==> config.mk <==
export PLATFORM = sky130hd
export DESIGN_NAME = three_level_ready_queue_scheduler
export DESIGN_NICKNAME = d
export VERILOG_FILES = /design/src/rtl/tlrq_pkg.sv /design/src/rtl/tlrq_mem.sv /design/src/rtl/tlrq_ctrl.sv /design/src/rtl/three_level_ready_queue_scheduler.sv
export SDC_FILE = /design/constraint.sdc
export NUM_CORES = 1
export LEC_CHECK = 0
export ABC_AREA = 0
export BUFFER_PORTS_ARGS = -buffer_cell sky130_fd_sc_hd__buf_2
export CORE_AREA = 2 2 218 306
export DETAILED_ROUTE_END_ITERATION = 10
export DIE_AREA = 0 0 220 308
export GPL_TIMING_DRIVEN = 0
export PLACE_DENSITY_LB_ADDON = 0.15
export SYNTH_ARGS = -nofsm -noshare
export SYNTH_HDL_FRONTEND = slang
export SYNTH_HIERARCHICAL = 1
export SYNTH_SLANG_ARGS = --single-unit
==> constraint.sdc <==
create_clock -name clk_i -period 3.65 [get_ports clk_i]
set_input_delay 0.73 -clock clk_i [delete_from_list [all_inputs] [get_ports clk_i]]
set_output_delay 0.73 -clock clk_i [all_outputs]
set_load 0.1 [all_outputs]
==> src/rtl/tlrq_pkg.sv <==
// shared types and codes for the three-level ready queue scheduler
// no dependencies; imported by every rtl module and the checker
`timescale 1ns / 1ps
`default_nettype none

package tlrq_pkg;

  // request kinds carried in tuser on the input side
  localparam logic OP_ENQUEUE  = 1'b0;
  localparam logic OP_DISPATCH = 1'b1;

  // result status codes
  localparam int unsigned STATUS_W = 3;
  localparam logic [STATUS_W-1:0] ST_ENQUEUED = 3'd0;
  localparam logic [STATUS_W-1:0] ST_FULL     = 3'd1;
  localparam logic [STATUS_W-1:0] ST_HIGH     = 3'd2;
  localparam logic [STATUS_W-1:0] ST_NORMAL   = 3'd3;
  localparam logic [STATUS_W-1:0] ST_LOW      = 3'd4;
  localparam logic [STATUS_W-1:0] ST_IDLE     = 3'd5;

  // queue selectors, also the priority codes
  localparam logic [1:0] Q_HIGH   = 2'd0;
  localparam logic [1:0] Q_NORMAL = 2'd1;
  localparam logic [1:0] Q_LOW    = 2'd2;
  localparam int unsigned NUM_Q   = 3;

  // saturating normal-pass counter
  localparam int unsigned NS_W = 6;
  localparam logic [NS_W-1:0] NS_MAX = 6'd63;

  // one access to the shared queue memory
  typedef struct packed {
    logic       we;
    logic       re;
    logic [1:0] queue;
  } mem_req_t;

endpackage

`default_nettype wire

==> src/rtl/tlrq_mem.sv <==
// shared storage for the three ready queues, one write or one read a cycle
// depends on tlrq_pkg for the request struct
`timescale 1ns / 1ps
`default_nettype none

module tlrq_mem
  import tlrq_pkg::*;
#(
  parameter int unsigned QUEUE_DEPTH = 16,
  parameter int unsigned ID_BITS     = 8,
  localparam int unsigned PTR_W = (QUEUE_DEPTH > 1) ? $clog2(QUEUE_DEPTH) : 1
) (
  input  logic               clk_i,
  input  mem_req_t           req_i,
  input  logic [PTR_W-1:0]   ptr_i,
  input  logic [ID_BITS-1:0] wdata_i,
  output logic [ID_BITS-1:0] rdata_o
);

  logic [ID_BITS-1:0] mem_q [NUM_Q][QUEUE_DEPTH];
  logic [ID_BITS-1:0] rdata_q;

  always_ff @(posedge clk_i) begin
    if (req_i.we) begin
      mem_q[req_i.queue][ptr_i] <= wdata_i;
    end
  end

  // read data holds until the next read
  always_ff @(posedge clk_i) begin
    if (req_i.re) begin
      rdata_q <= mem_q[req_i.queue][ptr_i];
    end
  end

  assign rdata_o = rdata_q;

endmodule

`default_nettype wire

==> src/rtl/tlrq_ctrl.sv <==
// queue pointers, counts and the anti-starvation turn rule
// depends on tlrq_pkg; drives tlrq_mem
`timescale 1ns / 1ps
`default_nettype none

module tlrq_ctrl
  import tlrq_pkg::*;
#(
  parameter int unsigned QUEUE_DEPTH = 16,
  parameter int unsigned ID_BITS     = 8,
  localparam int unsigned PTR_W = (QUEUE_DEPTH > 1) ? $clog2(QUEUE_DEPTH) : 1,
  localparam int unsigned CNT_W = $clog2(QUEUE_DEPTH + 1)
) (
  input  logic                clk_i,
  input  logic                rst_ni,
  input  logic                accept_i,
  input  logic                op_i,
  input  logic [ID_BITS-1:0]  id_i,
  input  logic [1:0]          prio_i,
  output mem_req_t            mem_req_o,
  output logic [PTR_W-1:0]    ptr_o,
  output logic [ID_BITS-1:0]  wdata_o,
  output logic [STATUS_W-1:0] status_o
);

  localparam int unsigned SUM_W = CNT_W + 1;
  localparam int unsigned CMP_W = NS_W + CNT_W;

  logic [PTR_W-1:0] head_q [NUM_Q];
  logic [PTR_W-1:0] head_d [NUM_Q];
  logic [CNT_W-1:0] cnt_q  [NUM_Q];
  logic [CNT_W-1:0] cnt_d  [NUM_Q];
  logic             hi_turn_q, hi_turn_d;
  logic             norm_turn_q, norm_turn_d;
  logic [CNT_W-1:0] hs_q, hs_d;
  logic [NS_W-1:0]  ns_q, ns_d;

  logic [1:0]       sel;
  logic [1:0]       psel;
  logic             pop;
  logic [SUM_W-1:0] tail_sum;
  logic [SUM_W-1:0] hs_inc;
  logic [CNT_W-1:0] hc, nc, lc;
  mem_req_t         req;

  assign hc = cnt_q[Q_HIGH];
  assign nc = cnt_q[Q_NORMAL];
  assign lc = cnt_q[Q_LOW];

  // priority code three goes to low
  always_comb begin
    case (prio_i)
      Q_HIGH:   sel = Q_HIGH;
      Q_NORMAL: sel = Q_NORMAL;
      default:  sel = Q_LOW;
    endcase
  end

  assign tail_sum = SUM_W'(head_q[sel]) + SUM_W'(cnt_q[sel]);
  assign hs_inc   = SUM_W'(hs_q) + SUM_W'(1);

  always_comb begin
    head_d      = head_q;
    cnt_d       = cnt_q;
    hi_turn_d   = hi_turn_q;
    norm_turn_d = norm_turn_q;
    hs_d        = hs_q;
    ns_d        = ns_q;
    req         = '0;
    ptr_o       = '0;
    pop         = 1'b0;
    psel        = Q_HIGH;
    status_o    = ST_IDLE;

    if (op_i == OP_ENQUEUE) begin
      if (cnt_q[sel] == CNT_W'(QUEUE_DEPTH)) begin
        status_o = ST_FULL;
      end else begin
        status_o   = ST_ENQUEUED;
        req.we     = 1'b1;
        req.queue  = sel;
        ptr_o      = (tail_sum >= SUM_W'(QUEUE_DEPTH))
                     ? PTR_W'(tail_sum - SUM_W'(QUEUE_DEPTH)) : PTR_W'(tail_sum);
        cnt_d[sel] = cnt_q[sel] + CNT_W'(1);
      end
    end else begin
      if (hi_turn_q && hc != '0) begin
        pop      = 1'b1;
        psel     = Q_HIGH;
        status_o = ST_HIGH;
        hs_d     = CNT_W'(hs_inc);
        // end of a high pass hands the turn on
        if (hs_inc >= SUM_W'(hc)) begin
          hs_d      = '0;
          hi_turn_d = 1'b0;
          if (CMP_W'(ns_q) >= CMP_W'(nc)) begin
            ns_d        = '0;
            norm_turn_d = 1'b0;
          end else begin
            norm_turn_d = 1'b1;
          end
        end
      end else if (norm_turn_q && nc != '0) begin
        pop       = 1'b1;
        psel      = Q_NORMAL;
        status_o  = ST_NORMAL;
        hi_turn_d = 1'b1;
        if (ns_q != NS_MAX) begin
          ns_d = ns_q + NS_W'(1);
        end
      end else if (lc != '0) begin
        pop       = 1'b1;
        psel      = Q_LOW;
        status_o  = ST_LOW;
        hi_turn_d = 1'b1;
      end else if (hc != '0) begin
        pop      = 1'b1;
        psel     = Q_HIGH;
        status_o = ST_HIGH;
      end else if (nc != '0) begin
        pop      = 1'b1;
        psel     = Q_NORMAL;
        status_o = ST_NORMAL;
      end

      if (pop) begin
        req.re       = 1'b1;
        req.queue    = psel;
        ptr_o        = head_q[psel];
        head_d[psel] = (head_q[psel] == PTR_W'(QUEUE_DEPTH - 1))
                       ? '0 : head_q[psel] + PTR_W'(1);
        cnt_d[psel]  = cnt_q[psel] - CNT_W'(1);
      end
    end
  end

  always_ff @(posedge clk_i or negedge rst_ni) begin
    if (!rst_ni) begin
      for (int i = 0; i < NUM_Q; i++) begin
        head_q[i] <= '0;
        cnt_q[i]  <= '0;
      end
      hi_turn_q   <= 1'b1;
      norm_turn_q <= 1'b1;
      hs_q        <= '0;
      ns_q        <= '0;
    end else if (accept_i) begin
      head_q      <= head_d;
      cnt_q       <= cnt_d;
      hi_turn_q   <= hi_turn_d;
      norm_turn_q <= norm_turn_d;
      hs_q        <= hs_d;
      ns_q        <= ns_d;
    end
  end

  assign mem_req_o.we    = req.we & accept_i;
  assign mem_req_o.re    = req.re & accept_i;
  assign mem_req_o.queue = req.queue;
  assign wdata_o         = id_i;

endmodule

`default_nettype wire

==> src/rtl/three_level_ready_queue_scheduler.sv <==
// three-level ready queue scheduler, top level with stream handshakes
// depends on tlrq_pkg, tlrq_ctrl and tlrq_mem
`timescale 1ns / 1ps
`default_nettype none

// Three FIFO ready queues (high, normal, low) of task IDs share one synchronous
// memory. Every request gives exactly one result. An enqueue (tuser 0) appends
// the ID to the queue of its priority, or answers "full" and changes nothing.
// A dispatch (tuser 1) pops one task under an anti-starvation turn rule: high
// is served for one pass over its count, then normal gets a turn, and after a
// pass over the normal count low goes next; if the rule finds nothing, the
// first nonempty queue is taken, and with all queues empty the idle status
// is returned with ID 0. The block takes one request per cycle unless a
// result waits behind a stalled output. A result passes the queue memory
// read, then the output register. Only pointers, counts, turn state and valid
// flags are reset; queue storage needs no clearing after reset.
module three_level_ready_queue_scheduler
  import tlrq_pkg::*;
#(
  parameter int unsigned QUEUE_DEPTH = 16,
  parameter int unsigned ID_BITS     = 8
) (
  input  logic                clk_i,
  input  logic                rst_ni,
  input  logic                s_axis_tvalid,
  output logic                s_axis_tready,
  input  logic [15:0]         s_axis_tdata,  // task_id [7:0], task_priority [9:8], zero
  input  logic                s_axis_tuser,  // op
  output logic                m_axis_tvalid,
  input  logic                m_axis_tready,
  output logic [7:0]          m_axis_tdata,  // granted_id [7:0]
  output logic [STATUS_W-1:0] m_axis_tuser   // status [2:0]
);

  localparam int unsigned PTR_W = (QUEUE_DEPTH > 1) ? $clog2(QUEUE_DEPTH) : 1;

  mem_req_t            mem_req;
  logic [PTR_W-1:0]    mem_ptr;
  logic [ID_BITS-1:0]  mem_wdata;
  logic [ID_BITS-1:0]  mem_rdata;
  logic [STATUS_W-1:0] status;
  logic                accept;
  logic                move;

  // request in flight waiting for its memory read
  logic                pend_q, pend_d;
  logic                pend_pop_q;
  logic [STATUS_W-1:0] pend_status_q;

  // output register
  logic                out_valid_q, out_valid_d;
  logic [7:0]          out_id_q;
  logic [STATUS_W-1:0] out_status_q;

  // the pending result moves out when the output register is free or drains
  assign move          = pend_q & (~out_valid_q | m_axis_tready);
  assign s_axis_tready = ~pend_q | move;
  assign accept        = s_axis_tvalid & s_axis_tready;

  tlrq_ctrl #(
    .QUEUE_DEPTH (QUEUE_DEPTH),
    .ID_BITS     (ID_BITS)
  ) u_ctrl (
    .clk_i     (clk_i),
    .rst_ni    (rst_ni),
    .accept_i  (accept),
    .op_i      (s_axis_tuser),
    .id_i      (ID_BITS'(s_axis_tdata[7:0])),
    .prio_i    (s_axis_tdata[9:8]),
    .mem_req_o (mem_req),
    .ptr_o     (mem_ptr),
    .wdata_o   (mem_wdata),
    .status_o  (status)
  );

  // read data stays put until the next pop, so a stalled result keeps it
  tlrq_mem #(
    .QUEUE_DEPTH (QUEUE_DEPTH),
    .ID_BITS     (ID_BITS)
  ) u_mem (
    .clk_i   (clk_i),
    .req_i   (mem_req),
    .ptr_i   (mem_ptr),
    .wdata_i (mem_wdata),
    .rdata_o (mem_rdata)
  );

  always_comb begin
    pend_d = pend_q;
    if (move) begin
      pend_d = 1'b0;
    end
    if (accept) begin
      pend_d = 1'b1;
    end
  end

  always_comb begin
    out_valid_d = out_valid_q;
    if (m_axis_tready) begin
      out_valid_d = 1'b0;
    end
    if (move) begin
      out_valid_d = 1'b1;
    end
  end

  always_ff @(posedge clk_i or negedge rst_ni) begin
    if (!rst_ni) begin
      pend_q      <= 1'b0;
      out_valid_q <= 1'b0;
    end else begin
      pend_q      <= pend_d;
      out_valid_q <= out_valid_d;
    end
  end

  // payload registers
  always_ff @(posedge clk_i) begin
    if (accept) begin
      pend_pop_q    <= mem_req.re;
      pend_status_q <= status;
    end
    if (move) begin
      out_status_q <= pend_status_q;
      out_id_q     <= pend_pop_q ? 8'(mem_rdata) : 8'd0;
    end
  end

  assign m_axis_tvalid = out_valid_q;
  assign m_axis_tdata  = out_id_q;
  assign m_axis_tuser  = out_status_q;

endmodule

`default_nettype wire

Word-level counts from Yosys, hierarchy flattened
Memory sizes are Yosys's and may differ from the RTL's.
Index checks and enable logic that the tools add are counted.
{"block": "word_totals", "register_bits": 65, "ram_bits": 384, "input_bits": 21, "out_inout_bits": 13, "mem_count": 1}
{"block": "classes", "n_addsub": 7, "n_lt_le_gt_ge": 9, "n_eq_ne": 8, "muxes": 77, "n_bitwise": 11, "reduce_logical": 20}
{"name": "u_mem.mem_q", "depth": 3, "width": 128, "rd": 1, "rd_ports_with_merged_regs": 0, "write_ports": 1, "line": "tlrq_mem.sv:20", "source": "logic [ID_BITS-1:0] mem_q [NUM_Q][QUEUE_DEPTH];"}
{"op": "$mux W128", "count": 1}
{"op": "$mux W15", "count": 3}
{"op": "$mux W4", "count": 10}
{"op": "$mux W5", "count": 7}
{"op": "$bmux W8 S4", "count": 1}
{"op": "$demux W8 S4", "count": 1}
{"op": "$bwmux W15", "count": 2}
{"op": "$mux W6", "count": 5}
{"op": "$mux W8", "count": 3}
{"op": "$mux W1", "count": 21}
{"op": "$mux W3", "count": 7}
{"op": "$bmux W5 S2", "count": 2}
{"op": "$demux W5 S2", "count": 2}
{"op": "$bmux W4 S2", "count": 2}
{"op": "$reduce_bool A5 Y1", "count": 3}
{"op": "$mux W2", "count": 7}
{"op": "$bwmux W12", "count": 1}
{"op": "$ge A6 B5 Y1", "count": 2}
{"op": "$reduce_and A3 Y1", "count": 3}
{"op": "$demux W4 S2", "count": 1}
{"op": "$reduce_and A4 Y1", "count": 2}
{"op": "$reduce_bool A2 Y1", "count": 4}
{"op": "$add A4 B5 Y6", "count": 1}
{"op": "$add A5 B1 Y6 const B", "count": 1}
{"op": "other kinds (26)", "count": 40}

Longest topological paths before layout
{"block": "logic_depth", "word_depth": 19, "ltp_mapped": 20, "ltp_nobuf": 14}

Cells and area by module
The synthesis kept the hierarchy.
{"module": "tlrq_mem", "instances": 1, "cells_per_inst": 993, "area_each_um2": 15705.1, "seq_area_each_um2": 11771.3}
{"module": "tlrq_ctrl", "instances": 1, "cells_per_inst": 357, "area_each_um2": 3052.9, "seq_area_each_um2": 1003.5}
{"module": "three_level_ready_queue_scheduler", "instances": 1, "cells_per_inst": 31, "area_each_um2": 604.3, "seq_area_each_um2": 500.5}

Worst setup path after synthesis
No wires, ideal clock.
{"block": "synth_path", "kind": "in2reg", "startpoint": "input port s_axis_tdata[8]", "endpoint": "memory u_mem/mem_q[0][24] (netlist name), enable pin", "setup_ps": 370, "arrival_time_ps": 4357, "required_ps": 3280, "setup_slack_ps": -1077, "stages": 18, "path_cell_list": "clkbuf_1 buf_1 mux2i_1 nor2_1 a21oi_1 ha_1 o211a_1 nand3_1 nand2b_1 nor2_1 a31o_2 buf_2 buf_2 buf_2 buf_1 nor3b_1 nand3_1 nor2_1"}
{"block": "synth_between", "elab_chain_cells": 17, "word_cells_on_any_way": 30}
{"item": "start: declaration", "line": "three_level_ready_queue_scheduler.sv:27", "source": "input logic [15:0] s_axis_tdata,"}
{"item": "$eq A2 B1 Y1 / $logic_not A2 Y1 (equally long branches)", "line": "tlrq_ctrl.sv:52", "source": "case (prio_i)"}
{"item": "$pmux W2 S2 *", "line": "tlrq_ctrl.sv:52"}
{"item": "$not A2 Y3 (implied by the code) *", "line": "tlrq_ctrl.sv:59, tlrq_ctrl.sv:76"}
{"item": "$bmux W4 S2 / $bmux W5 S2 (equally long branches)", "line": "tlrq_ctrl.sv:59, tlrq_ctrl.sv:76"}
{"item": "$mux W4 (implied by the code) / $mux W5 (equally long branches) (2 in a row)", "line": "tlrq_ctrl.sv:59, tlrq_ctrl.sv:76"}
{"item": "$add A4 B5 Y6", "line": "tlrq_ctrl.sv:59", "source": "assign tail_sum = SUM_W'(head_q[sel]) + SUM_W'(cnt_q[sel]);"}
{"item": "$ge A6 B5 Y1 / $sub A4 B1 Y4 (equally long branches)", "line": "tlrq_ctrl.sv:82, tlrq_ctrl.sv:83"}
{"item": "$mux W4", "line": "tlrq_ctrl.sv:83", "source": "? PTR_W'(tail_sum - SUM_W'(QUEUE_DEPTH)) : PTR_W'(tail_sum);"}
{"item": "$mux W4 *", "line": "tlrq_ctrl.sv:76", "source": "if (cnt_q[sel] == CNT_W'(QUEUE_DEPTH)) begin"}
{"item": "$mux W4 *", "line": "tlrq_ctrl.sv:75", "source": "if (op_i == OP_ENQUEUE) begin"}
{"item": "via mem_ptr[1]", "line": "three_level_ready_queue_scheduler.sv:38", "source": "logic [PTR_W-1:0] mem_ptr;"}
{"item": "$not A4 Y5 (implied by the code) *", "line": "tlrq_mem.sv:25", "source": "mem_q[req_i.queue][ptr_i] <= wdata_i;"}
{"item": "$ge A5 B5 Y1 (implied by the code) / $lt A5 B1 Y1 (equally long branches)", "line": "tlrq_mem.sv:25"}
{"item": "$logic_and A1 B1 Y1 (implied by the code)", "line": "tlrq_mem.sv:25"}
{"item": "$mux W8 (implied by the code)", "line": "tlrq_mem.sv:25"}
{"item": "$demux W8 S4 *", "line": "tlrq_mem.sv:25"}
{"item": "$mux W128 (implied by the code) *", "line": "tlrq_mem.sv:25"}
{"item": "end: declaration", "line": "tlrq_mem.sv:20"}
Mark *: on every way through the listed nets, which the timed path passes. The rest lies on a longest branch. The select of a mux whose other input is x is not followed.

Final worst setup path
{"block": "layout_path", "startpoint": "register u_ctrl.cnt_q (netlist bit u_ctrl/nc[1])", "endpoint": "register u_mem.rdata_q[4], in the netlist u_mem/rdata_o[4] (data pin)"}
{"block": "layout_between", "elab_chain_cells": 17, "word_cells_on_any_way": 37}
{"item": "start: declaration", "line": "tlrq_ctrl.sv:31", "source": "logic [CNT_W-1:0] cnt_q [NUM_Q];"}
{"item": "start signal: assignment", "line": "tlrq_ctrl.sv:149", "source": "cnt_q <= cnt_d;"}
{"item": "branches (longest 12 deep; another with $add A4 B5 Y6)"}
{"item": "$mux W4 *", "line": "tlrq_ctrl.sv:75"}
{"item": "via mem_ptr[1]", "line": "three_level_ready_queue_scheduler.sv:38"}
{"item": "$not A4 Y5 (implied by the code) *", "line": "tlrq_mem.sv:32", "source": "rdata_q <= mem_q[req_i.queue][ptr_i];"}
{"item": "$bmux W8 S4 *", "line": "tlrq_mem.sv:32"}
{"item": "$mux W8 (implied by the code) * (2 in a row)", "line": "tlrq_mem.sv:32"}
{"item": "end signal: assignment", "line": "tlrq_mem.sv:32"}
{"item": "end: declaration", "line": "tlrq_mem.sv:21", "source": "logic [ID_BITS-1:0] rdata_q;"}
Mark *: on every way through the listed nets, which the timed path passes. The select of a mux whose other input is x is not followed.
A chain may end at the register's enable or synchronous reset.

==> metrics.yaml <==
status: "finished with violations"
violations: "setup timing"
gr-total-overflow: 0
crit_path_top_delay_cell: "or4_4"
syn_area_per_cell_sq_um: 14.0
yosysTopAreaCellShare_pct: 63.1
synth_edf_count: 407
hold_viol_final: 0
period_minus_slack_ns: 4.15
cts.sinks: 449
p_switching_uw: 7760
switching_share_pct: 37.8
rsz0062_at_grt: "yes"
wirelength_mm: 55.6
syn-num-nets: 1421
p_seq_share_pct: 31.2
io_buffers: 17
antenna_cells: 0
cp_cell_sequence: "or4_4, o21a_4, or3_4, mux2i_4, a21oi_4, a31o_4, buf_8, buf_12, buf_12, buf_12, o211ai_1, a21oi_1, nor3_2, or4_4"
grt_max_degree: 49
dr.pass1.iters: 4
ant_nets: 0
tritoncts: "built"
maxCapViolCount: 0
worstSetupEndpoint: "u_mem/rdata_o[4]$_DFFE_PP_"
cts-htree-levels: 2
min_path_type: "input port to async pin"
core-area_sq_um: 65000
grt_first_pass_wirelength_mm: 81.1
clock_power_share_pct: 23.6
wire_per_inst_um: 23.2
ios: 34
critPathMaxStageDelay_ns: 0.56
dieArea_sq_um: 67800
worstSetupStartpointType: "flop"
total_power_uw: 20500
power_density_nw_per_um2: 845
critPathMaxFanout: 10
row_count: 111
ys_seq_area_share_pct: 68.6
dp.final_hpwl_mm: 36.6
setup_ws_ns: -0.501
cts_hold_buf: 0
antenna_found_initial: 1
crit_path_end_kind: "flop"
clock.fmax_mhz: 241
fin_area_sq_um: 24300
async_flop_share_pct: 9.35
place_congestion: 0.897
crit_top_cell: "buf_12"
synth.area.top_cells: "edfxtp_1 63%, mux2i_1 5.9%, dfrtp_1 5.2%"
numCtsBuffers: 48
crit_arrival_ns: 4.47
syn2layout_area_growth_pct: 25.6
rrSetupSlack_ns: -0.50
reg2reg_depth: 14
synth_cell_types: 68
finalCritPeriodShare_pct: 114
die_h_um: 308
fin_setup_tns_ns: -76.63
peakVddDrop_v: 0.000467
dp_cells: 2246
relSlewSlack_pct: 30.6
place_area_sq_um: 21200
drv_slew: 0
initialDrtViolationCount: 670
yosys_warnings: 6
clk_latency_ns: 0.58
r2r-start: "u_ctrl/nc[1]$_DFFE_PN0P_"
path_class: "flop to flop"
cts_root_buffer: "clkbuf_16"
vias: 11800
p_int_uw: 12800
cp.required_ns: 3.97
viasPerCell: 4.92
p_leak_uw: 0.00809
grt_use_total_pct: 16.5
yosysTopAreaCell: "edfxtp_1"
cts.path.max_buffers: 3
netlist_area_sq_um: 19400
critical_path.startpoint: "u_ctrl/nc[1]$_DFFE_PN0P_"
die_w_um: 220
grt_pass1_vias: 12100
synth-seq-cells: 449
route.detailed.drc: 0
worstReg2RegEnd: "u_mem/rdata_o[4]$_DFFE_PP_"
setup_viol: 392
layout.cells.non_filler: 2390
finalNetCount: 1548
synthCells: 1381
layout-drive-gt1-share_pct: 27.7
ys.flop_type: "edfxtp_1"
comb_power_share_pct: 45.3
clkSlewWorstSetupHoldPaths_ns: 0.06
tightest_slew_ns: 1.04
initial_core_util_pct: 29.8
fin_skew_ns: 0.0173
-- metal layers --
layer	global-route usage (%)	wire (um)	share of wire (%)	vias up
li1	-	-	-	5493
met1	18.7	21500	39	5941
met2	31.1	30200	54	234
met3	2.20	1850	3.3	93
met4	5.93	1980	3.6	0
met5	0	0	0	-
-- state kept, by name, indices dropped and copies added, names as in the netlist, 3 cells and up --
| signal | cells |
|---|---|
| u_ctrl/hs_q | 5 |
| u_mem/mem_q | 384 |
| u_mem/rdata_o | 8 |
| m_axis_tdata | 8 |
| u_ctrl/lc | 5 |
| u_ctrl/ns_q | 6 |
| pend_status_q | 3 |
| u_ctrl/head_q | 12 |
| m_axis_tuser | 3 |
| u_ctrl/nc | 5 |
| u_ctrl/hc | 5 |
-- critical path, delay by kind of cell (launching register included) --
kind	cells	cell delay [ns]
AOI/OAI and AO/OA	5	1.07
buffers and inverters	4	0.60
DFF	1	0.40
muxes	1	0.21
and+or+nand+nor	4	1.60
-- power groups by stage --
stage               Combinational [uW]  Sequential (uW)  Clock (uW)
finish                            9300             6400        4840
global route                      9850             6440        5160
detailed placement                7180             6460           0
global placement                  7140             6460           0
floorplan                         4610             6470           0
CTS                               8610             6360        4990
-- cell usage after synthesis (21+ instances only) --
library cell	n
o211ai_1	41
o21ai_0	68
nor3_1	22
dfrtp_1	40
o221ai_1	21
nand3_1	24
nand2_1	129
a21oi_1	71
clkbuf_1	42
edfxtp_1	407
mux2i_1	114
mux2_2	24
buf_2	22
nor2_1	80
inv_1	40
-- repair_timing --
action,4_1_cts,5_1_grt
gates resized for setup,144,60
pin swaps,40,39
cloned,1,0
setup endpoints to repair,392,392
setup buffers,34,31
-- worst min path at each step --
stage / from / to / slack, ns
after floorplan: pend_status_q[0]$_DFFE_PP_ / m_axis_tuser[0]$_DFFE_PP_ / 0.40
after global placement: pend_status_q[1]$_DFFE_PP_ / m_axis_tuser[1]$_DFFE_PP_ / 0.40
after detailed placement: pend_status_q[0]$_DFFE_PP_ / m_axis_tuser[0]$_DFFE_PP_ / 0.41
after CTS: rst_ni / u_ctrl/lc[0]$_DFFE_PN0P_ / 0.33
after global routing: s_axis_tvalid / pend_q$_DFFE_PN0P_ / 0.36
final: rst_ni / u_ctrl/ns_q[0]$_DFFE_PN0P_ / 0.33
-- cell usage in the layout (no fill, tap or decap), types with 16 or more instances in the layout --
cell	count
mux2_2	24
edfxtp_1	407
clkbuf_1	22
o21ai_0	66
nor2_1	25
inv_1	39
nand3_1	18
buf_4	48
o221ai_1	21
clkbuf_16	51
dfrtp_1	33
nand2_1	116
buf_2	25
buf_12	37
a21oi_1	56
nor2_4	53
ha_1	16
mux2i_1	105
o211ai_1	41
-- final cells by class --
class	instances	area, sq um
Inverter	41	161
Clock inverter	23	253
Clock buffer	62	1270
Fill cell	6149	40700
Sequential cell	449	13300
Timing Repair Buffer	84	957
Buffer	81	764
Tap cell	847	1060
Multi-Input combinational cell	803	6560
-- cell families (layout without fill, tap and decap cells) --
group / after synthesis / after routing / synth area share, %
DFF: 449 / 449 / 68.6
AOI/OAI and AO/OA: 276 / 276 / 9.31
xor gates and xnor gates: 20 / 20 / 0.905
buffers and inverters: 129 / 291 / 3.04
adders and majority gates: 19 / 19 / 1.27
muxes: 157 / 157 / 8.96
and+or+nand+nor: 331 / 331 / 7.96
-- through the flow --
step	utilization, %	hold slack (ns)	worst slack (ns)
after global routing	37.4	0.357	-0.561
after CTS	36.4	0.331	-0.530
final	37.4	0.333	-0.501
after global placement	32.5	0.402	-1.51
after detailed placement	32.5	0.406	-1.57
after floorplan	-	0.400	-0.262
No activity file was read; power rests on OpenSTA's default activity.
